## config.mk

```make
export PLATFORM = sky130hd
export DESIGN_NAME = mmss_job_queue
export DESIGN_NICKNAME = d
export VERILOG_FILES = /design/src/design/max_m_subsegment_sum_defines.svh /design/src/design/mmss_pkg.sv /design/src/design/mmss_job_queue.sv
export SDC_FILE = /design/constraint.sdc
export NUM_CORES = 1
export LEC_CHECK = 0
export BUFFER_PORTS_ARGS = -buffer_cell sky130_fd_sc_hd__buf_2
export CAP_MARGIN = 10
export CORE_MARGIN = 2
export CORE_UTILIZATION = 40
export DETAILED_ROUTE_END_ITERATION = 12
export PLACE_DENSITY = 0.68
export SYNTH_ARGS = -nofsm -noshare
export SYNTH_HDL_FRONTEND = slang
export SYNTH_SLANG_ARGS = --single-unit
```

## constraint.sdc

```tcl
create_clock -name clk -period 3.3 [get_ports clk]
set_clock_uncertainty 0.15 [all_clocks]
set_input_delay 0.99 -clock clk [delete_from_list [all_inputs] [get_ports clk]]
set_output_delay 0.99 -clock clk [all_outputs]
set_load 0.005 [all_outputs]
```

## src/design/max_m_subsegment_sum_defines.svh

```systemverilog
// ----------------------------------------------------------------------------
// max_m_subsegment_sum_defines.svh
// Assertion macros shared by the m-subsegment sum modules. Each macro expects
// signals named clk and rst_n in the scope where it is used.
// ----------------------------------------------------------------------------
`ifndef MAX_M_SUBSEGMENT_SUM_DEFINES_SVH
`define MAX_M_SUBSEGMENT_SUM_DEFINES_SVH

// same-cycle implication
`define MMSS_ASSERT_HOLDS(label, ante, cons) \
    label: assert property (@(posedge clk) disable iff (!rst_n) (ante) |-> (cons)) \
        else $error("mmss assertion failed");

// next-cycle implication
`define MMSS_ASSERT_NEXT(label, ante, cons) \
    label: assert property (@(posedge clk) disable iff (!rst_n) (ante) |=> (cons)) \
        else $error("mmss assertion failed");

`endif

```

## src/design/mmss_pkg.sv

```systemverilog
// ----------------------------------------------------------------------------
// mmss_pkg
// Sizes, constants and shared types of the m-subsegment sum block.
// ----------------------------------------------------------------------------
package mmss_pkg;

    localparam int MAX_LEN      = 1024;
    localparam int MAX_SEGMENTS = 64;

    localparam int SAMPLE_W = 16;
    localparam int SEG_W    = 7;
    localparam int TOTAL_W  = 25;
    localparam int LEN_W    = $clog2(MAX_LEN + 1);
    localparam int ADDR_W   = (MAX_LEN > 1) ? $clog2(MAX_LEN) : 1;
    localparam int SUM_W    = $clog2(MAX_LEN) + SAMPLE_W;

    localparam int SEG_CAP = (MAX_SEGMENTS > 127) ? 127 : MAX_SEGMENTS;
    localparam logic [SEG_W-1:0] SEG_LIMIT = SEG_W'(SEG_CAP);

    localparam int JOBQ_DEPTH = 2;
    localparam int JOBQ_AW    = (JOBQ_DEPTH > 1) ? $clog2(JOBQ_DEPTH) : 1;
    localparam int JOBQ_CW    = $clog2(JOBQ_DEPTH + 1);

    typedef struct packed {
        logic [LEN_W-1:0] len;
        logic [SEG_W-1:0] segs;
    } job_t;

    typedef struct packed {
        logic                       en;
        logic [ADDR_W-1:0]          addr;
        logic signed [SAMPLE_W-1:0] data;
    } sample_wr_t;

endpackage

```

## src/design/mmss_job_queue.sv

```systemverilog
// ----------------------------------------------------------------------------
// mmss_job_queue
// Short job queue between the loading front and the compute back.
// ----------------------------------------------------------------------------
module mmss_job_queue
    import mmss_pkg::*;
(
    input  logic clk,
    input  logic rst_n,
    input  logic push,
    input  job_t push_job,
    input  logic pop,
    output logic head_valid,
    output job_t head_job
);

    job_t               entry_reg [JOBQ_DEPTH];
    logic [JOBQ_AW-1:0] wr_ptr_reg;
    logic [JOBQ_AW-1:0] rd_ptr_reg;
    logic [JOBQ_CW-1:0] fill_reg;

    logic               full;
    logic               do_push;
    logic               do_pop;
    logic [JOBQ_AW-1:0] wr_ptr_next;
    logic [JOBQ_AW-1:0] rd_ptr_next;

    assign full       = fill_reg == JOBQ_CW'(JOBQ_DEPTH);
    assign head_valid = fill_reg != '0;
    assign head_job   = entry_reg[rd_ptr_reg];
    assign do_push    = push && !full;
    assign do_pop     = pop && head_valid;

    assign wr_ptr_next = (wr_ptr_reg == JOBQ_AW'(JOBQ_DEPTH - 1)) ? '0
                                                                  : wr_ptr_reg + JOBQ_AW'(1);
    assign rd_ptr_next = (rd_ptr_reg == JOBQ_AW'(JOBQ_DEPTH - 1)) ? '0
                                                                  : rd_ptr_reg + JOBQ_AW'(1);

    always_ff @(posedge clk)
    begin
        if (do_push)
        begin
            entry_reg[wr_ptr_reg] <= push_job;
        end
    end

    always_ff @(posedge clk or negedge rst_n)
    begin
        if (!rst_n)
        begin
            wr_ptr_reg <= '0;
            rd_ptr_reg <= '0;
            fill_reg   <= '0;
        end
        else
        begin
            if (do_push)
            begin
                wr_ptr_reg <= wr_ptr_next;
            end
            if (do_pop)
            begin
                rd_ptr_reg <= rd_ptr_next;
            end
            if (do_push && !do_pop)
            begin
                fill_reg <= fill_reg + JOBQ_CW'(1);
            end
            else if (do_pop && !do_push)
            begin
                fill_reg <= fill_reg - JOBQ_CW'(1);
            end
        end
    end

endmodule

```

# Word-level counts from Yosys, hierarchy flattened
# Memory sizes are Yosys's and may differ from the RTL's.
# Index checks and enable logic that the tools add are counted.
# op_classes
addsub,4
eq_ne,1
muxes,6
n_reduce_logical,9
# op_table
operator,count
logical AND 1 bit,4
two-way mux 1 bit,4
two-way mux 2 bit,2
nonzero test 2 bit,2
zero test 1 bit,3
adder 1 bit (second input constant),2
adder 2 x 1 -> 2 bit (second input constant),1
equality test 2 bit (second input constant),1
subtractor 2 x 1 -> 2 bit (second input constant),1
# word_totals
reg_bits,4
mem_bits_rw,36
input_bits,22
output_inout_bits,19
elab_cells,24
mem_count,1
# memory_table
name,depth,width,rd,rd_ports_with_merged_regs,write_ports,line_no,source
entry_reg,2,18,1,0,1,mmss_job_queue.sv:17,job_t entry_reg [JOBQ_DEPTH];

# Depth between registers and ports, before layout
# Gate-level depths: netlist of run 1.
# logic_depth
depth_word,7
ltp_mapped,7
ltp_nobuf,7

# Worst setup path before layout of run 1
# No wires, ideal clock.
# synth_path
path_type,input-to-reg
startpoint,in push
endpoint,mem entry_reg[1][0] (netlist name) (enable)
setup_ps,393
t_arrival_ps,1845
required_ps,2757
setup_slack_ps,913
cell_stages,2
path_buffers,0
path_cell_list,o21ai_2 nor2_1
# synth_via
elab_chain_len,3
# synth_rtl
item,line_no,source
start: declaration,mmss_job_queue.sv:10,"input logic push,"
logical AND 1 bit,mmss_job_queue.sv:31,assign do_push = push && !full;
two-way mux 1 bit,mmss_job_queue.sv:41,if (do_push)
two-way mux 1 bit (not written as such),mmss_job_queue.sv:43,entry_reg[wr_ptr_reg] <= push_job;
end: declaration,mmss_job_queue.sv:17,
# No other way between the ends.

==> results of run 1 <==
Yosys cell counts:
master,count,area share
edfxtp_1,36,0.70
mux2_2,9,0.065
mux2_4,9,0.087
dfrtp_1,4,0.065
xnor2_1,4,0.023
inv_1,3,0.0073
nor2_1,3,0.0073
buf_12,1,0.013
buf_6,1,0.0073
ha_1,1,0.0081
nand2_2,1,0.0040
o21ai_2,1,0.0056
or2_4,1,0.0056
xor2_1,1,0.0056
layout make-up:
class / instances / area [um2]
inverters: 3 / 11.3
well taps: 48 / 60.1
fillers: 316 / 1800
clock inverters: 1 / 5.00
repair buffers: 43 / 223
clock buffers: 7 / 76.3
flip-flops and latches: 40 / 1180
multi-input cells: 30 / 333
layer usage:
layer  wire, um  share of wire  track usage
met1        875           0.37        0.131
met4         76          0.032       0.0918
met2       1270           0.54        0.204
met5          0              0            0
met3        117          0.050       0.0392
power groups by stage:
stage,registers (mW),logic [mW],clock network (mW)
final,0.758,0.501,0.301
after global routing,0.772,0.557,0.329
after CTS,0.760,0.511,0.311
after detailed placement,0.769,0.513,0
after global placement,0.760,0.504,0
after floorplan,0.743,0.381,0
final timing paths:
check	start	endpoint	slack, ns	cells after the start
max	rd_ptr_reg	head_job[5]	0.55	3
min	rst_n	wr_ptr_reg	0.35	1
max reg2reg	fill_reg[1]	entry_reg[1][11]	1.70	4
min reg2reg	wr_ptr_reg	wr_ptr_reg	0.38	1
max in group asynchronous	rst_n	rd_ptr_reg	2.52	1
min in group clk	wr_ptr_reg	wr_ptr_reg	0.38	1
critical path, delay by kind of cell, from the launching register on:
kind	cells	cell delay, ns
buffers and inverters	2	0.43
muxes	1	0.36
DFF	1	0.52
cells by family after synthesis:
group / after synthesis
buffers and inverters: 5
multiplexers: 18
AO/OA/AOI/OAI: 1
flip-flops: 40
adder cells (fa/ha/maj): 1
AND/OR/NAND/NOR: 5
XOR/XNOR: 5
per-stage QoR:
step / power [mW] / setup WS (ns) / cells / area (um2)
after floorplan: 1.12 / 0.913 / 75 / 1550
after global placement: 1.26 / 0.868 / 164 / 1810
after detailed placement: 1.28 / 0.848 / 164 / 1810
after CTS: 1.58 / 0.529 / 172 / 1890
after global routing: 1.66 / 0.480 / 172 / 1890
final: 1.56 / 0.553 / 172 / 1890
==> summary.txt, run 1 <==
Post-CTS Hold Fix Bufs: 0
MaxCap Viol Count: 0
most frequent cells in the layout: 40 x buf_2, 36 x edfxtp_1, 9 x mux2_4, 9 x mux2_2, 5 x clkbuf_8
WP data required: 2.16 ns
GPL Wtd Cong: 0.651
Syn Std Cell Area: 1550 um2
Compound-Gate Fraction of Synth Area: 0.00565
TritonCTS Buffers: 5
synth unique cells: 14
Mapped Avg Cell Area: 20.7 um2
run status: finished clean
# resized after CTS: 0
Port Buffers: 40
Initial Utilization: 0.421
crit end category: primary output
CP peak stage delay: 0.52 ns
Area Overhead vs Synth: 21.8%
largest net degree at the start of global routing: 14
final worst path period need: 2.75 ns
Int Power: 1.13 mW
worst path cell trace: buf_4, mux2_2, buf_2
std cell rows: 22
final setup TNS: 0 ns
initial antenna violation count: 0
XOR/XNOR Fraction of Synth Area: 0.0282
Die ar.: 4390 um2
n_diodes: 0
RSZ-0062 raised after global routing: false
wire per inst: 13.6 um
DR pass1 iterations: 4
H-tree depth: 2
Setup crit start kind: flop
actual slew at the worst max-slew pin: 0.314 ns
clock share of power: 0.193
mux cell area share after synthesis: 0.152
Cells after Synth: 75
Crit Path Max Fanout: 12
combinational share of power: 0.321
fin nets: 146
first-pass GRT wire length: 3680 um
clk buf depth: 2
Iteration-0 DRC Markers: 13
Reg power frac: 0.486
Post-Synth Simple-Gate Area: 0.0169
CTS tree: built
Clk pin slew, worst setup/hold paths: 0.07 ns
Yosys warning count: 0
Skew-Pair Late Insertion Delay: 0.28 ns
DRC: 0
Remaining Overflow, GRT: 0
Die Y: 66.3 um
final hold slack: 0.349 ns
Crit Path Class: flop to primary output
commonest non-fill, non-tap cell in the layout: buf_2
io pins: 41
Hold Crit Class: input pin to async pin
vias in the first global route: 812
Fin. Hold Viols: 0
Synth Register Bits: 40
adder-cell share of the synthesized area: 0.00806
Post-CTS Setup Inserts: 0
worst vdd ir: 398 uV
layout cell share with drive strength beyond 1: 0.581
P per Cell Area: 826 nW/um2
Core ar.: 3690 um2
fmax: 364 MHz
max FFs per register: 36
final slew viol count: 0
Die X: 66.3 um
Routed Wire Length: 2340 um
Psw: 0.432 mW
Final Core Density: 0.512
largest family of logic cells by synthesized area: multiplexers
Worst EP arrival: 1.61 ns
Post-Syn Nets: 98
fin crit share: 0.832
Setup violations, final: 0
Leakage: 0.757 nW
Seq/Total Area, Yosys: 0.761
relative slew slack: 0.791
ANT nets after route: 0
vias: 783
vias per cell: 4.55
Sink Count: 40
total track usage: 0.124
switching share of total power: 0.277
CTS root buf: clkbuf_8
Crit-path slowest cell: dfrtp_1
Note: power is estimated with default switching activity, not from simulation.
==> run 2, diff against run 1 <==
--- a/config.mk
+++ b/config.mk
@@ -10,7 +10,7 @@
 export CORE_MARGIN = 2
 export CORE_UTILIZATION = 40
 export DETAILED_ROUTE_END_ITERATION = 12
-export PLACE_DENSITY = 0.68
+export PLACE_DENSITY = 0.71
 export SYNTH_ARGS = -nofsm -noshare
 export SYNTH_HDL_FRONTEND = slang
 export SYNTH_SLANG_ARGS = --single-unit
==> constraint.sdc (replaced) <==
create_clock -name clk -period 2.5 [get_ports clk]
set_clock_uncertainty 0.15 [all_clocks]
set_input_delay 0.75 -clock clk [delete_from_list [all_inputs] [get_ports clk]]
set_output_delay 0.75 -clock clk [all_outputs]
set_load 0.005 [all_outputs]
==> summary.txt, run 2 (same netlist as run 1, synthesis figures left out) <==
run status: finished clean
DRC: 0
wire per inst: 12.8 um
Highest Signal Layer: met4
combinational share of power: 0.323
Reg power frac: 0.449
crit end category: primary output
Die ar.: 4390 um2
Crit Path Max Fanout: 10
vias per cell: 4.47
TritonCTS Buffers: 5
std cell rows: 22
CTS root buf: clkbuf_8
Skew-Pair Late Insertion Delay: 0.28 ns
clk buf depth: 2
worst path cell trace: buf_4, mux2_2, buf_2
Detail Placement HPWL: 1630 um
Crit-path slowest cell: mux2_2
Fin. Hold Viols: 0
Setup WS pre-CTS: 0.593 ns
H-tree depth: 2
Post-CTS Setup Inserts: 0
Clk pin slew, worst setup/hold paths: 0.07 ns
io pins: 41
Setup violations, final: 0
Die X: 66.3 um
switching share of total power: 0.259
Port Buffers: 40
Die Y: 66.3 um
CP peak stage delay: 0.36 ns
clock share of power: 0.228
largest net degree at the start of global routing: 13
max FFs per register: 36
ANT nets after route: 0
Leakage: 0.785 nW
power consumption: 2.18 mW
fmax: 453 MHz
vias in the first global route: 760
Routed Wire Length: 2240 um
Int Power: 1.61 mW
final hold slack: 0.106 ns
Crit Path Class: flop to primary output
fin crit share: 0.884
Setup crit start: rd_ptr_reg
Psw: 0.564 mW
RSZ-0062 raised after global routing: false
Area Overhead vs Synth: 24.9%
reg2reg end: fill_reg[1]
Hold Crit Class: input pin to async pin
P per Cell Area: 1120 nW/um2
Setup crit start kind: flop
MaxCap Viol Count: 0
Initial Utilization: 0.421
register area: 1180 um2
relative slew slack: 0.831
Post-CTS Hold Fix Bufs: 0
most frequent cells in the layout: 40 x buf_2, 36 x edfxtp_1, 9 x mux2_4, 9 x mux2_2, 6 x buf_4
FILL cells: 310
final setup TNS: 0 ns
DR pass1 iterations: 4
WP data required: 1.60 ns
first-pass GRT wire length: 3480 um
final slew viol count: 0
commonest non-fill, non-tap cell in the layout: buf_2
met1 WL: 945 um
# resized after CTS: 0
CTS tree: built
Sink Count: 40
Iteration-0 DRC Markers: 22
Reg-to-Reg Start: fill_reg[0]
layout cell share with drive strength beyond 1: 0.598
final worst setup slack: 0.291 ns
Remaining Overflow, GRT: 0
Worst R2R Path Depth: 6
metal2 WL: 1080 um
initial antenna violation count: 0
final worst path period need: 2.21 ns
FF-to-FF setup slack: 0.92 ns
n_diodes: 0
Core ar.: 3690 um2
actual slew at the worst max-slew pin: 0.253 ns
area occupied by multi-input gates: 333 um2
GPL Wtd Cong: 0.781
WL met3: 179 um
Finished Cell Area: 1940 um2
DP Area: 1830 um2
fin nets: 149
vias: 782
total track usage: 0.113
worst vdd ir: 510 uV
Worst EP arrival: 1.31 ns
[run 2: cell count changes in the layout (fill, tap and decap cells not counted), sizes merged]
cell / before / now
buf: 43 / 46
bufinv: 0 / 1
clkbuf: 7 / 6
[run 2: worst max-delay path: cells and delay by family, from the launching register on]
| kind | cells | cell delay (ns) |
|---|---|---|
| muxes | 1 | 0.36 |
| DFF | 1 | 0.35 |
| buffers and inverters | 2 | 0.32 |
[run 2: worst max-delay path by stage]
stage                     slack, ns              end
after floorplan                0.35  entry_reg[1][0]
after global placement         0.61      head_job[1]
after detailed placement       0.59      head_job[0]
after CTS                      0.27      head_job[1]
after global routing           0.22      head_job[4]
final                          0.29      head_job[1]
[run 2: power by group through the flow]
| stage | Clock (mW) | Combinational, mW | Sequential [mW] |
|---|---|---|---|
| CTS | 0.519 | 0.723 | 0.980 |
| finish | 0.496 | 0.704 | 0.977 |
| global route | 0.544 | 0.777 | 0.992 |
| detailed placement | 0 | 0.721 | 0.993 |
| global placement | 0 | 0.709 | 0.985 |
| floorplan | 0 | 0.503 | 0.981 |
[run 2: routing by layer]
| metal | vias up | track usage |
|---|---|---|
| li1 | 380 | - |
| met2 | 36 | 0.183 |
| met3 | 4 | 0.0494 |
| met4 | 0 | 0.0612 |
| met1 | 362 | 0.125 |
| met5 | - | 0 |
[run 2: final cells by class]
type,count,area share
well taps,48,0.0310
multi-input cells,30,0.172
inverters,3,0.00581
clock buffers,6,0.0374
clock inverters,2,0.0181
repair buffers,46,0.127
flip-flops and latches,40,0.609
[run 2: through the flow]
step,utilization,cells
floorplan,-,75
detailed placement,0.496,167
CTS,0.525,175
global route,0.525,175
global placement,0.496,167
finish,0.525,175
