### src/design/max_m_subsegment_sum_defines.svh
// ----------------------------------------------------------------------------
// max_m_subsegment_sum_defines.svh
// Assertion macros shared by the m-subsegment sum modules. Each macro expects
// signals named clk and rst_n in the scope where it is used.
// ----------------------------------------------------------------------------
`ifndef MAX_M_SUBSEGMENT_SUM_DEFINES_SVH
`define MAX_M_SUBSEGMENT_SUM_DEFINES_SVH

// same-cycle implication
`define MMSS_ASSERT_HOLDS(label, ante, cons) \
    label: assert property (@(posedge clk) disable iff (!rst_n) (ante) |-> (cons)) \
        else $error("mmss assertion failed");

// next-cycle implication
`define MMSS_ASSERT_NEXT(label, ante, cons) \
    label: assert property (@(posedge clk) disable iff (!rst_n) (ante) |=> (cons)) \
        else $error("mmss assertion failed");

`endif

### src/design/mmss_pkg.sv
// ----------------------------------------------------------------------------
// mmss_pkg
// Sizes, constants and shared types of the m-subsegment sum block.
// ----------------------------------------------------------------------------
package mmss_pkg;

    localparam int MAX_LEN      = 1024;
    localparam int MAX_SEGMENTS = 64;

    localparam int SAMPLE_W = 16;
    localparam int SEG_W    = 7;
    localparam int TOTAL_W  = 25;
    localparam int LEN_W    = $clog2(MAX_LEN + 1);
    localparam int ADDR_W   = (MAX_LEN > 1) ? $clog2(MAX_LEN) : 1;
    localparam int SUM_W    = $clog2(MAX_LEN) + SAMPLE_W;

    localparam int SEG_CAP = (MAX_SEGMENTS > 127) ? 127 : MAX_SEGMENTS;
    localparam logic [SEG_W-1:0] SEG_LIMIT = SEG_W'(SEG_CAP);

    localparam int JOBQ_DEPTH = 2;
    localparam int JOBQ_AW    = (JOBQ_DEPTH > 1) ? $clog2(JOBQ_DEPTH) : 1;
    localparam int JOBQ_CW    = $clog2(JOBQ_DEPTH + 1);

    typedef struct packed {
        logic [LEN_W-1:0] len;
        logic [SEG_W-1:0] segs;
    } job_t;

    typedef struct packed {
        logic                       en;
        logic [ADDR_W-1:0]          addr;
        logic signed [SAMPLE_W-1:0] data;
    } sample_wr_t;

endpackage

### src/design/mmss_front.sv
// ----------------------------------------------------------------------------
// mmss_front
// Accepts sample words, forwards them to the sample store, counts the
// sequence, holds segment_count and issues one job per sequence.
// ----------------------------------------------------------------------------
module mmss_front
    import mmss_pkg::*;
(
    input  logic                       clk,
    input  logic                       rst_n,
    input  logic                       in_valid,
    output logic                       in_stall,
    input  logic signed [SAMPLE_W-1:0] sample_value,
    input  logic                       is_last,
    input  logic                       cfg_valid,
    output logic                       cfg_ready,
    input  logic [SEG_W-1:0]           cfg_data,
    input  logic                       unlock,
    output logic                       job_push,
    output job_t                       job,
    output sample_wr_t                 sample_wr
);

    logic [LEN_W-1:0] count_reg;
    logic             locked_reg;
    logic [SEG_W-1:0] seg_count_reg;

    logic             accept;
    logic             room;
    logic [LEN_W-1:0] len_now;

    assign accept    = in_valid && !locked_reg;
    assign room      = count_reg < LEN_W'(MAX_LEN);
    assign len_now   = room ? (count_reg + LEN_W'(1)) : count_reg;
    assign in_stall  = locked_reg;
    assign cfg_ready = 1'b1;

    assign sample_wr.en   = accept && room;
    assign sample_wr.addr = count_reg[ADDR_W-1:0];
    assign sample_wr.data = sample_value;

    assign job_push = accept && is_last;
    assign job.len  = len_now;
    assign job.segs = (seg_count_reg > SEG_LIMIT) ? SEG_LIMIT : seg_count_reg;

    always_ff @(posedge clk or negedge rst_n)
    begin
        if (!rst_n)
        begin
            count_reg     <= '0;
            locked_reg    <= 1'b0;
            seg_count_reg <= SEG_W'(1);
        end
        else
        begin
            if (cfg_valid)
            begin
                seg_count_reg <= cfg_data;
            end
            if (unlock)
            begin
                locked_reg <= 1'b0;
            end
            if (accept)
            begin
                if (is_last)
                begin
                    count_reg  <= '0;
                    locked_reg <= 1'b1;
                end
                else if (room)
                begin
                    count_reg <= count_reg + LEN_W'(1);
                end
            end
        end
    end

endmodule

### config.mk
export PLATFORM = sky130hd
export DESIGN_NAME = mmss_front
export DESIGN_NICKNAME = d
export VERILOG_FILES = /design/src/design/max_m_subsegment_sum_defines.svh /design/src/design/mmss_pkg.sv /design/src/design/mmss_front.sv
export SDC_FILE = /design/constraint.sdc
export NUM_CORES = 1
export LEC_CHECK = 0
export BUFFER_PORTS_ARGS = -buffer_cell sky130_fd_sc_hd__buf_2
export CORE_ASPECT_RATIO = 0.75
export CORE_MARGIN = 1.5
export CORE_UTILIZATION = 28
export CTS_BUF_LIST = sky130_fd_sc_hd__clkbuf_4
export DETAILED_ROUTE_END_ITERATION = 12
export PLACE_DENSITY_LB_ADDON = 0.15
export SLEW_MARGIN = 20
export SYNTH_ARGS = -nofsm -noshare
export SYNTH_HDL_FRONTEND = slang
export SYNTH_SLANG_ARGS = --single-unit
### constraint.sdc
create_clock -name clk -period 2.22 [get_ports clk]
set_input_delay 0 -clock clk [delete_from_list [all_inputs] [get_ports clk]]
set_output_delay 0 -clock clk [all_outputs]
set_load 0.02 [all_outputs]
== Yosys cells after proc, flatten, opt, wreduce, memory -nomap -nowiden ==
Cells that the tools add are included.
Word-level totals
  register bits: 19
  output and inout bits: 48
  logic and storage cells: 16
  bits of input ports: 29
Cells by class
  add/sub/neg operators: 1
  reductions and logical operators: 4
  magnitude comparators: 2
  mux-type cells: 6
Operator list (count)
  $mux 11: 2
  $add 11x1->11 const B: 1
  $lt 11x11->1 const B: 1
  $gt 7x7->1 const B: 1
  $mux 7: 1
  $logic_and 1x1->1: 3
  $mux 1: 3
  $logic_not 1->1: 1

== Depth between registers and ports, before layout ==
Gate-level depths: netlist of the first run.
  depth after elaboration: 3
  mapped depth: 4
  depth with buffers taken out: 4

== Least setup slack after synthesis of the first run ==
OpenSTA, ideal clock, no wires.
  kind: register -> register
  from: register count_reg[10]
  to: register count_reg[9]
  library setup time: 0.120 ns
  slack: 0.669 ns
  cell stages (with the launch flop): 5
  period minus slack after synthesis: 1.551 ns
  path buffers: 1
  arrival time: 1.432 ns
  required time: 2.100 ns
  cells stage by stage: dfrtp_1 > buf_6 > nand4b_4 > or4_1 > a31o_1
Between the ends
  word-level cells in the longest chain between the ends: 3
Ends and longest elaborated chain
  start: declaration: RTL line mmss_front.sv:24  | logic [LEN_W-1:0] count_reg;
  start signal: assignment: RTL line mmss_front.sv:73  | count_reg <= count_reg + LEN_W'(1);
  $lt 11x11->1: RTL line mmss_front.sv:33  | assign room = count_reg < LEN_W'(MAX_LEN);
  $mux 11 (2 in series)
No other way between the ends.
A chain may end at the register's enable or synchronous reset.

==> results of run 1 <==
## critical path, stage by stage (launching register included)
cell	delay (ns)
dfrtp_1	0.49
ha_1	0.27
nand2b_1	0.14
nor3_1	0.31
xor2_1	0.20
buf_2	0.19
## cell families after synthesis
| group | after synthesis |
|---|---|
| simple gates | 42 |
| buf+inv | 42 |
| flops | 19 |
| compound gates | 17 |
| xor+xnor | 9 |
| mux | 8 |
| fa+ha+maj | 1 |
| other cells | 1 |
## Yosys cell counts (3+ instances only)
library cell  instances
nand3_1               3
nor2b_1               7
or3_1                 3
nand4_1               3
nand2_1               5
inv_1                 8
buf_4                27
xnor2_1               7
mux2_2                8
clkbuf_1              5
dfrtp_1              18
nor2_1                4
## area by class of cell
| cell class | count | area (µm²) | share of cell area, % |
|---|---|---|---|
| multi-input combinational | 78 | 578.1 | 38.56 |
| sequential | 19 | 476.7 | 31.80 |
| timing repair buffer | 53 | 312.8 | 20.87 |
| tap | 57 | 71.32 | 4.758 |
| clock buffer | 4 | 30.03 | 2.003 |
| inverter | 8 | 30.03 | 2.003 |
## timing repair
item / 4_1_cts / 5_1_grt
hold buffers: 9 / 0
hold endpoints to repair: 27 / 0
resized for setup: 0 / 0
## power breakdown
group	switching, mW	total, mW	internal [mW]	leakage, nW
clock	0.111	0.194	0.0823	0.0184
sequential	0.0699	0.460	0.390	0.239
combinational	0.217	0.366	0.149	0.496
## through the flow
step	power (mW)	setup slack (ns)	hold WS [ns]
4_1_cts	1.039	0.2732	0.0002364
3_5_place_dp	0.8267	0.5587	-0.02127
3_3_place_gp	0.8211	0.6150	-0.01617
6_report	1.019	0.3340	0.000007045
5_1_grt	1.088	0.1875	0.00003220
2_1_floorplan	0.7758	0.6687	-0.2956
## worst min-delay path by stage
stage / from / endpoint
after floorplan: rst_n / count_reg[0]$_DFFE_PN0P_
after global placement: rst_n / seg_count_reg[2]$_DFFE_PN0P_
after detailed placement: rst_n / seg_count_reg[4]$_DFFE_PN0P_
after CTS: sample_value[0] / sample_wr[0]
after global routing: sample_value[0] / sample_wr[0]
final: sample_value[6] / sample_wr[6]
## layer usage
layer	GRT usage (%)	share of wire, %	vias up	wire length, µm
li1	-	-	500	-
met1	18.03	46	487	1438
met2	18.09	45	24	1402
met3	3.358	5.7	22	177
met4	7.203	2.6	0	82
met5	0	0	-	0
==> summary.md, run 1 <==
| Metric | Value |
|---|---|
| Initial drt markers | 48 |
| Core Region | 4493 µm² |
| Startpoint Class | flip-flop |
| Final #Nets | 193 |
| Cell variety after synth | 43 |
| Clock Latency Late Sink | 0.30 ns |
| GR Overflow Total | 0 |
| Gr usage total | 13.02% |
| Synth Area in Adders | 0.9461% |
| Share of layout cells above drive strength 1 | 37.04% |
| Mapped Avg Cell Area | 9.515 µm² |
| Worst Hold Path Cells | 0 |
| Average routed wire per standard cell | approximately 14 µm |
| Mapped cell area | roughly 1300 µm² |
| Worst setup path end | job[15] |
| Max FFs per register | 11 |
| Synth Area in Compound Gates | 9.555% |
| Synth warnings | 0 |
| #FFs+latches synth | 19 |
| Largest net degree at the start of global routing | 20 |
| Yosys top cell by area | dfrtp_1 |
| Final Instance Area | 1499 µm² |
| Leak | 0.7528 nW |
| Vias/cell | 4.717 |
| CP Class | flip-flop to primary output |
| RSZ-0062 raised after global routing | false |
| Die width | 82.36 µm |
| DP Cell Count | 206 |
| Reg2reg path depth | 3 |
| Worst Path Max Fanout | 5 |
| Clock Skews | around 0.0094 ns |
| PortBufs | 43 |
| Worst EP required | 2.22 ns |
| Top FF cell, synth | dfrtp_1 |
| Setup violators final | 0 |
| Max-cap violations | 0 |
| Total iterations of the first detailed-routing run | 4 |
| Dpl hpwl | 2293 µm |
| Post-CTS setup buffers | 0 |
| Most common cell after layout, fill and taps aside | buf_2 |
| Synth area leaders | dfrtp_1, buf_4, mux2_2 |
| Initial Util | between 20% and 30% |
| Hold Crit Class | input pin to primary output |
| Syn nets | 169 |
| Placer congestion estimate | 0.8151 |
| Clk buf depth | 2 |
| CP Capture Type | primary output |
| Clk slew on worst S/H paths | 0.10 ns |
| Final setup TNS | 0 ns |
| Antenna Violating Nets Remaining | 0 |
| Diodes inserted | 0 |
| Max Slew Vio Count | 0 |
| Mapped Cells | 139 |
| Row cnt | 21 |
| Drt drc | 0 |
| Most frequent cells in the layout | buf_2, dfrtp_1, dlygate4sd3_1 |
| H-Tree Depth | 1 |
| Ports | 77 |
| Max Fclk | between 500 and 600 MHz |
| CTS buffer count | 3 |
| Placed Area | 1379 µm² |
| Period utilization | between 80% and 90% |
| FILL cells | 470 |
| Initial antenna violation count | 0 |
| Area of the die | 5149 µm² |
| Final core utilization | 33.36% |
| Root Buffer | clkbuf_4 |
| Final hold vios | 0 |
| Sequential area share after synthesis | around 36% |
| Reg-to-Reg Start | count_reg[10]$_DFFE_PN0P_ |
| Simple-gate share of the synthesized area | 20.15% |
| Die Span Y | between 60 and 70 µm |
| Worst r2r dst | count_reg[9]$_DFFE_PN0P_ |
| DRT Wirelength | 3101 µm |
| Post-synth EDFFs | 0 |
| Final cell count without fillers | around 220 |
| Min cycle time layout | 1.886 ns |
| Synth async-reset ratio | 100.0% |
| CTS tree | done |
| Largest family of logic cells by synthesized area | buffers and inverters |
| Global-route wire length before repair | 5112 µm |
| WP data arrival | 1.89 ns |
| XOR/XNOR Fraction of Synth Area | between 5 and 6% |
| Clk sink count | 19 |
| VDD IR max | 0.0003358 V |
| Mux cell area share after synthesis | 6.812% |
| Post-synth top area share | 34.06% |
| Synthesis-to-finish area growth | 13.34% |
| Power Density | 680.0 nW/µm² |
| R2r setup slk | between 0.5 and 0.6 ns |
| Worst Setup SP | count_reg[0]$_DFFE_PN0P_ |
| DR vias | 1033 |
| Run status | completed |
| Vias in the first global route | 987 |
No activity file was read; power rests on OpenSTA's default activity.
==> run 2: changes to the inputs <==
ABC_AREA = 1   (was unset)
clock period = 1.83 ns   (was 2.22 ns; I/O delays follow)
==> run 2 against run 1 <==
Register-to-register slack worse by 0.13 ns; synthesized area fell by 0.38%; clock skew grew 0.0026 ns; critical path depth unchanged; sequential share of layout area decreased by 0.21 points; first-iteration DRC count fell by 4.2%; critical path type unchanged; power decreased by 1.3%; largest cell class unchanged; utilization is 0.22 points higher; cell count up 17%; non-clock buffer count did not move; wire length down 9.7%; global-route usage is 0.70 points lower; highest routed layer unchanged.
==> summary.md, run 2 <==
| Metric | Value |
|---|---|
| Top FF cell, synth | dfrtp_1 |
| Clk slew on worst S/H paths | between 0.1 and 0.15 ns |
| Diodes inserted | 0 |
| Net Switching | 0.3506 mW |
| CTS tree | done |
| Syn nets | roughly 200 |
| #FFs+latches synth | 19 |
| Max FFs per register | 11 |
| Final hold vios | 0 |
| Setup violators final | 0 |
| RSZ-0062 raised after global routing | false |
| Net Sw Frac | 34.84% |
| Post-synth top cells | nand2_1, buf_4, inv_1 |
| Gr usage total | 12.32% |
| Synth async-reset ratio | 100.0% |
| Clk sink count | 19 |
| Placer congestion estimate | approximately 0.74 |
| Mapped Avg Cell Area | about 7.6 µm² |
| Worst Path Max Fanout | 11 |
| PostCTS Resize Cnt | 0 |
| Hold Crit Class | input pin to primary output |
| Share of layout cells above drive strength 1 | between 30% and 40% |
| WP data arrival | ~1.6 ns |
| Worst Setup SP | count_reg[10]$_DFFE_PN0P_ |
| Final worst slack | around 0.24 ns |
| R2r setup slk | around 0.42 ns |
| Max-cap violations | 0 |
| Worst r2r dst | in_stall$_DFF_PN0_ |
| PortBufs | 43 |
| Met1 WL | 1324 µm |
| CTS buffer count | 3 |
| Average routed wire per standard cell | 10.89 µm |
| Worst setup path end | job[11] |
| Die Span Y | 62.41 µm |
| Clk buf depth | 2 |
| Post-synth top area share | 34.19% |
| Final setup TNS | 0 ns |
| CTS Hold Bufs | 10 |
| Hold Worst Slack | 0.000008816 ns |
| Yosys top cell by area | dfrtp_1 |
| Period utilization | 86.96% |
| Post-CTS setup buffers | 0 |
| Dpl hpwl | between 2000 and 2500 µm |
| DR vias | 1087 |
| Global-route wire length before repair | 4850 µm |
| Ports | just under 80 |
| WL met2 | 1204 µm |
| Area of the die | 5130 µm² |
| Clock Latency Late Sink | 0.30 ns |
| Core Region | around 4500 µm² |
| Reg2reg path depth | 4 |
| Largest net degree at the start of global routing | 20 |
| Total iterations of the first detailed-routing run | 4 |
| Mapped cell area | 1318 µm² |
| Sequential area share after synthesis | 36.18% |
| Initial antenna violation count | 0 |
| Row cnt | 21 |
| Vias in the first global route | ~1000 |
| Initial Util | 29.32% |
| Power Density | 666.9 nW/µm² |
| Internal cell power | approximately 0.66 mW |
| Mapped Cells | 174 |
| Antenna Violating Nets Remaining | 0 |
| Comb power frac | 29.0% |
| Vias/cell | 4.230 |
| Min cycle time layout | 1.591 ns |
| Run status | completed |
| Synth area leaders | dfrtp_1, buf_4, nand2_1 |
| Count leader, synth | nand2_1 |
| Final #Nets | 231 |
| Met3 wire len | between 150 and 200 µm |
| CP Capture Type | primary output |
| Post-synth EDFFs | 0 |
| Drt drc | 0 |
| Slowest-stage cell, CP | dfrtp_1 |
| Synth warnings | 0 |
| PnR Total Power | 1.006 mW |
| Die width | 82.21 µm |
| VDD IR max | 0.0003764 V |
| GR Overflow Total | 0 |
| Most frequent cells in the layout | nand2_1, buf_2, inv_1 |
| Leak | ~0.85 nW |
| Initial drt markers | 46 |
| Root Buffer | clkbuf_4 |
| Max Fclk | 628.4 MHz |
| Clock Skews | 0.01206 ns |
| CP Class | flip-flop to primary output |
| Uppermost layer routed | met4 |
| Max Slew Vio Count | 0 |
| Clk network pwr share | ~23% |
| Worst EP required | about 1.8 ns |
| DRT Wirelength | 2800 µm |
| Reg-to-Reg Start | in_stall$_DFF_PN0_ |
| Startpoint Class | flip-flop |
| H-Tree Depth | 1 |
| Reg power frac | 47.9% |
| Max incr delay on CP | roughly 0.47 ns |
| Cell variety after synth | 29 |
| Synthesis-to-finish area growth | 14.53% |
| Place WS | just over 0.5 ns |
| Crit-path cells | inv_2 -> nand2_1 -> nor2_1 -> xor2_1 -> buf_2 |
==> run 2: changes by cell type in the layout (fill, tap and decap cells not counted), moves of 3 or more <==
cell | previous run | this run
inv_1 | 8 | 24
mux2_2 | 8 | 1
nand2_1 | 5 | 43
nand3_1 | 3 | 7
nor2_1 | 4 | 13
nor2b_1 | 7 | 0
o21ai_0 | 2 | 6
or3_1 | 3 | 0
xnor2_1 | 7 | 0
==> run 2: power by group through the flow <==
stage / Clock [mW] / Sequential (mW) / Combinational [mW]
after floorplan: 0 / 0.487 / 0.249
after global placement: 0 / 0.490 / 0.282
after detailed placement: 0 / 0.491 / 0.279
after CTS: 0.248 / 0.483 / 0.297
after global routing: 0.268 / 0.490 / 0.327
final: 0.232 / 0.482 / 0.292
==> run 2: logic make-up (layout without fill, tap and decap cells) <==
group	count (synthesis)	in the layout	synth area share [%]
muxes	1	1	0.8546
other	1	1	0.2846
and+or+nand+nor	77	77	28.40
buffers and inverters	56	82	24.22
adders and majority gates	1	1	0.9495
AOI/OAI and AO/OA	15	15	6.458
xor gates and xnor gates	4	4	2.659
DFF	19	19	36.18
==> run 2: area by class of cell <==
| cell class | instances | area, µm² |
|---|---|---|
| Fill cell | 491 | 2984 |
| Inverter | 25 | 93.84 |
| Multi-Input combinational cell | 99 | 521.8 |
| Sequential cell | 19 | 476.7 |
| Tap cell | 57 | 71.32 |
| Clock buffer | 4 | 30.03 |
| Timing Repair Buffer | 53 | 315.3 |
==> run 2: worst max-delay path: cells and delay by family (launching register included) <==
kind	cells	cell delay [ns]
AND/OR/NAND/NOR	2	0.25
buffers and inverters	2	0.39
XOR/XNOR	1	0.18
flip-flops	1	0.47
==> run 2: stage by stage <==
| step | util (%) | area [µm²] | cells |
|---|---|---|---|
| after global placement | 30.69 | 1379 | 243 |
| after global routing | 33.58 | 1509 | 257 |
| after detailed placement | 30.69 | 1379 | 243 |
| after CTS | 33.58 | 1509 | 257 |
| final | 33.58 | 1509 | 257 |
| after floorplan | - | 1318 | 174 |
==> run 2: layer usage <==
layer,vias up,global-route usage (%)
li1,559,-
met1,487,17.57
met2,25,17.17
met3,16,3.358
met4,0,5.297
met5,-,0
==> run 2: how the worst min path moves through the flow <==
stage / startpoint / endpoint / slack [ns] / cells past startpoint
after floorplan: rst_n / count_reg[0]$_DFFE_PN0P_ / -0.30 / 0
after global placement: rst_n / seg_count_reg[4]$_DFFE_PN0P_ / -0.02 / 1
after detailed placement: rst_n / seg_count_reg[4]$_DFFE_PN0P_ / -0.02 / 1
after CTS: sample_value[12] / sample_wr[12] / 0.0002 / 0
after global routing: sample_value[9] / sample_wr[9] / 0.00003 / 0
final: sample_value[3] / sample_wr[3] / 0.000009 / 0
==> run 3: changes to the inputs <==
CORE_MARGIN = 5   (was 1.5)
==> run 3 against run 2 <==
Wire length increased by 5.7%; die area increased by 21%; final area unchanged; cell count unchanged; power about the same; highest routed layer unchanged; non-clock buffer count unchanged; first-iteration DRC count decreased by 17%; register-to-register slack improved by 0.10 ns; critical endpoint unchanged; critical path depth unchanged.
==> summary.md, run 3 (same netlist as run 2, synthesis figures left out) <==
| Metric | Value |
|---|---|
| Synthesis-to-finish area growth | 14.53% |
| Clk slew on worst S/H paths | 0.10 ns |
| Max Fclk | about 620 MHz |
| Average routed wire per standard cell | roughly 12 µm |
| Max FFs per register | 11 |
| Share of layout cells above drive strength 1 | 30.00% |
| Row cnt | 21 |
| WP data arrival | 1.60 ns |
| Most frequent cells in the layout | nand2_1, buf_2, inv_1 |
| VDD IR max | roughly 0.00025 V |
| Power Density | 666.5 nW/µm² |
| Placer congestion estimate | 0.6979 |
| Max Slew Vio Count | 0 |
| Area of the die | between 6000 and 7000 µm² |
| Root Buffer | clkbuf_4 |
| Clock Latency Late Sink | 0.30 ns |
| DP Cell Count | 243 |
| Final setup TNS | 0 ns |
| CTS buffer count | 3 |
| Post-CTS setup buffers | 0 |
| Die width | 89.21 µm |
| Clk sink count | 19 |
| Vias/cell | 4.214 |
| Diodes inserted | 0 |
| CP Class | flip-flop to primary output |
| Core Region | ~4500 µm² |
| Initial antenna violation count | 0 |
| Worst Path Max Fanout | 11 |
| Largest net degree at the start of global routing | 20 |
| CTS tree | done |
| Run status | completed |
| Period utilization | 87.47% |
| Max-cap violations | 0 |
| Ports | 77 |
| PortBufs | 43 |
| Dpl hpwl | 2286 µm |
| Clk buf depth | 2 |
| Startpoint Class | flip-flop |
| Clock Skews | 0.008992 ns |
| Worst EP required | 1.83 ns |
| Vias in the first global route | between 1000 and 1500 |
| Drt drc | 0 |
| Initial drt markers | 38 |
| Total iterations of the first detailed-routing run | 5 |
| GR Overflow Total | 0 |
| CP Capture Type | primary output |
| DR vias | between 1000 and 1500 |
| Hold Crit Class | input pin to primary output |
| Initial Util | 29.15% |
| Final cell count without fillers | roughly 260 |
| H-Tree Depth | 1 |
| Setup violators final | 0 |
| Gr usage total | between 10% and 20% |
| Final hold vios | 0 |
| Min cycle time layout | 1.601 ns |
| Hold Worst Slack | 0.000007745 ns |
| Die Span Y | 69.41 µm |
| Final #Nets | 231 |
| Antenna Violating Nets Remaining | 0 |
| Leak | approximately 0.85 nW |
| DRT Wirelength | 2960 µm |
| RSZ-0062 raised after global routing | false |
| Global-route wire length before repair | 5278 µm |
## run 3: cell counts in the layout (fill, tap and decap cells not counted)
Identical to the previous run, type by type.
## run 3: layout make-up
cell class	instances	area, µm²
Clock buffer	4	30.03
Tap cell	57	71.32
Timing Repair Buffer	53	315.3
Inverter	25	93.84
Sequential cell	19	476.7
Multi-Input combinational cell	99	521.8
Fill cell	519	3010
## run 3: where the power goes
group          switching (mW)  internal, mW
clock                   0.132        0.0996
sequential             0.0298         0.452
combinational           0.190         0.103
total                   0.351         0.654
## run 3: path summary, 6_finish.rpt
kind                                         startpoint                      endpoint  slack (ns)  cells past startpoint
min in group asynchronous                         rst_n      count_reg[7]$_DFFE_PN0P_        0.16                      2
setup / recovery              count_reg[10]$_DFFE_PN0P_                       job[11]        0.23                      5
hold reg to reg            seg_count_reg[0]$_DFFE_PN1P_  seg_count_reg[0]$_DFFE_PN1P_        0.51                      2
max in group asynchronous                         rst_n  seg_count_reg[0]$_DFFE_PN1P_        1.33                      2
hold / removal                         sample_value[12]                 sample_wr[12]    0.000008                      0
setup reg to reg               count_reg[0]$_DFFE_PN0P_      count_reg[8]$_DFFE_PN0P_        0.52                      8
## run 3: critical path: stages, from the launching register on
cell and delay (ns):
dfrtp_1 0.47, inv_2 0.20, nand2_1 0.11, nor2_1 0.13, xor2_1 0.19, buf_2 0.20
## run 3: what timing repair did
action                                 4_1_cts  5_1_grt
endpoints found under the hold margin       27        0
hold buffers                                10        0
gates resized for setup                      0        0
## run 3: per-layer routing
metal	up-vias	routed length (µm)	GRT usage (%)
met3	12	209	2.969
met5	-	0	0
met2	33	1256	15.54
li1	559	-	-
met1	479	1435	14.83
met4	0	59	3.636
## run 3: stage by stage
step           worst slack, ns  area [µm²]  power (mW)  utilization [%]
6_report                0.2293        1509       1.006            33.39
5_1_grt                0.07312        1509       1.084            33.39
4_1_cts                 0.2071        1509       1.025            33.39
3_5_place_dp            0.5422        1379      0.7719            30.51
3_3_place_gp            0.5570        1379      0.7748            30.51
2_1_floorplan           0.4404        1318      0.7354                -
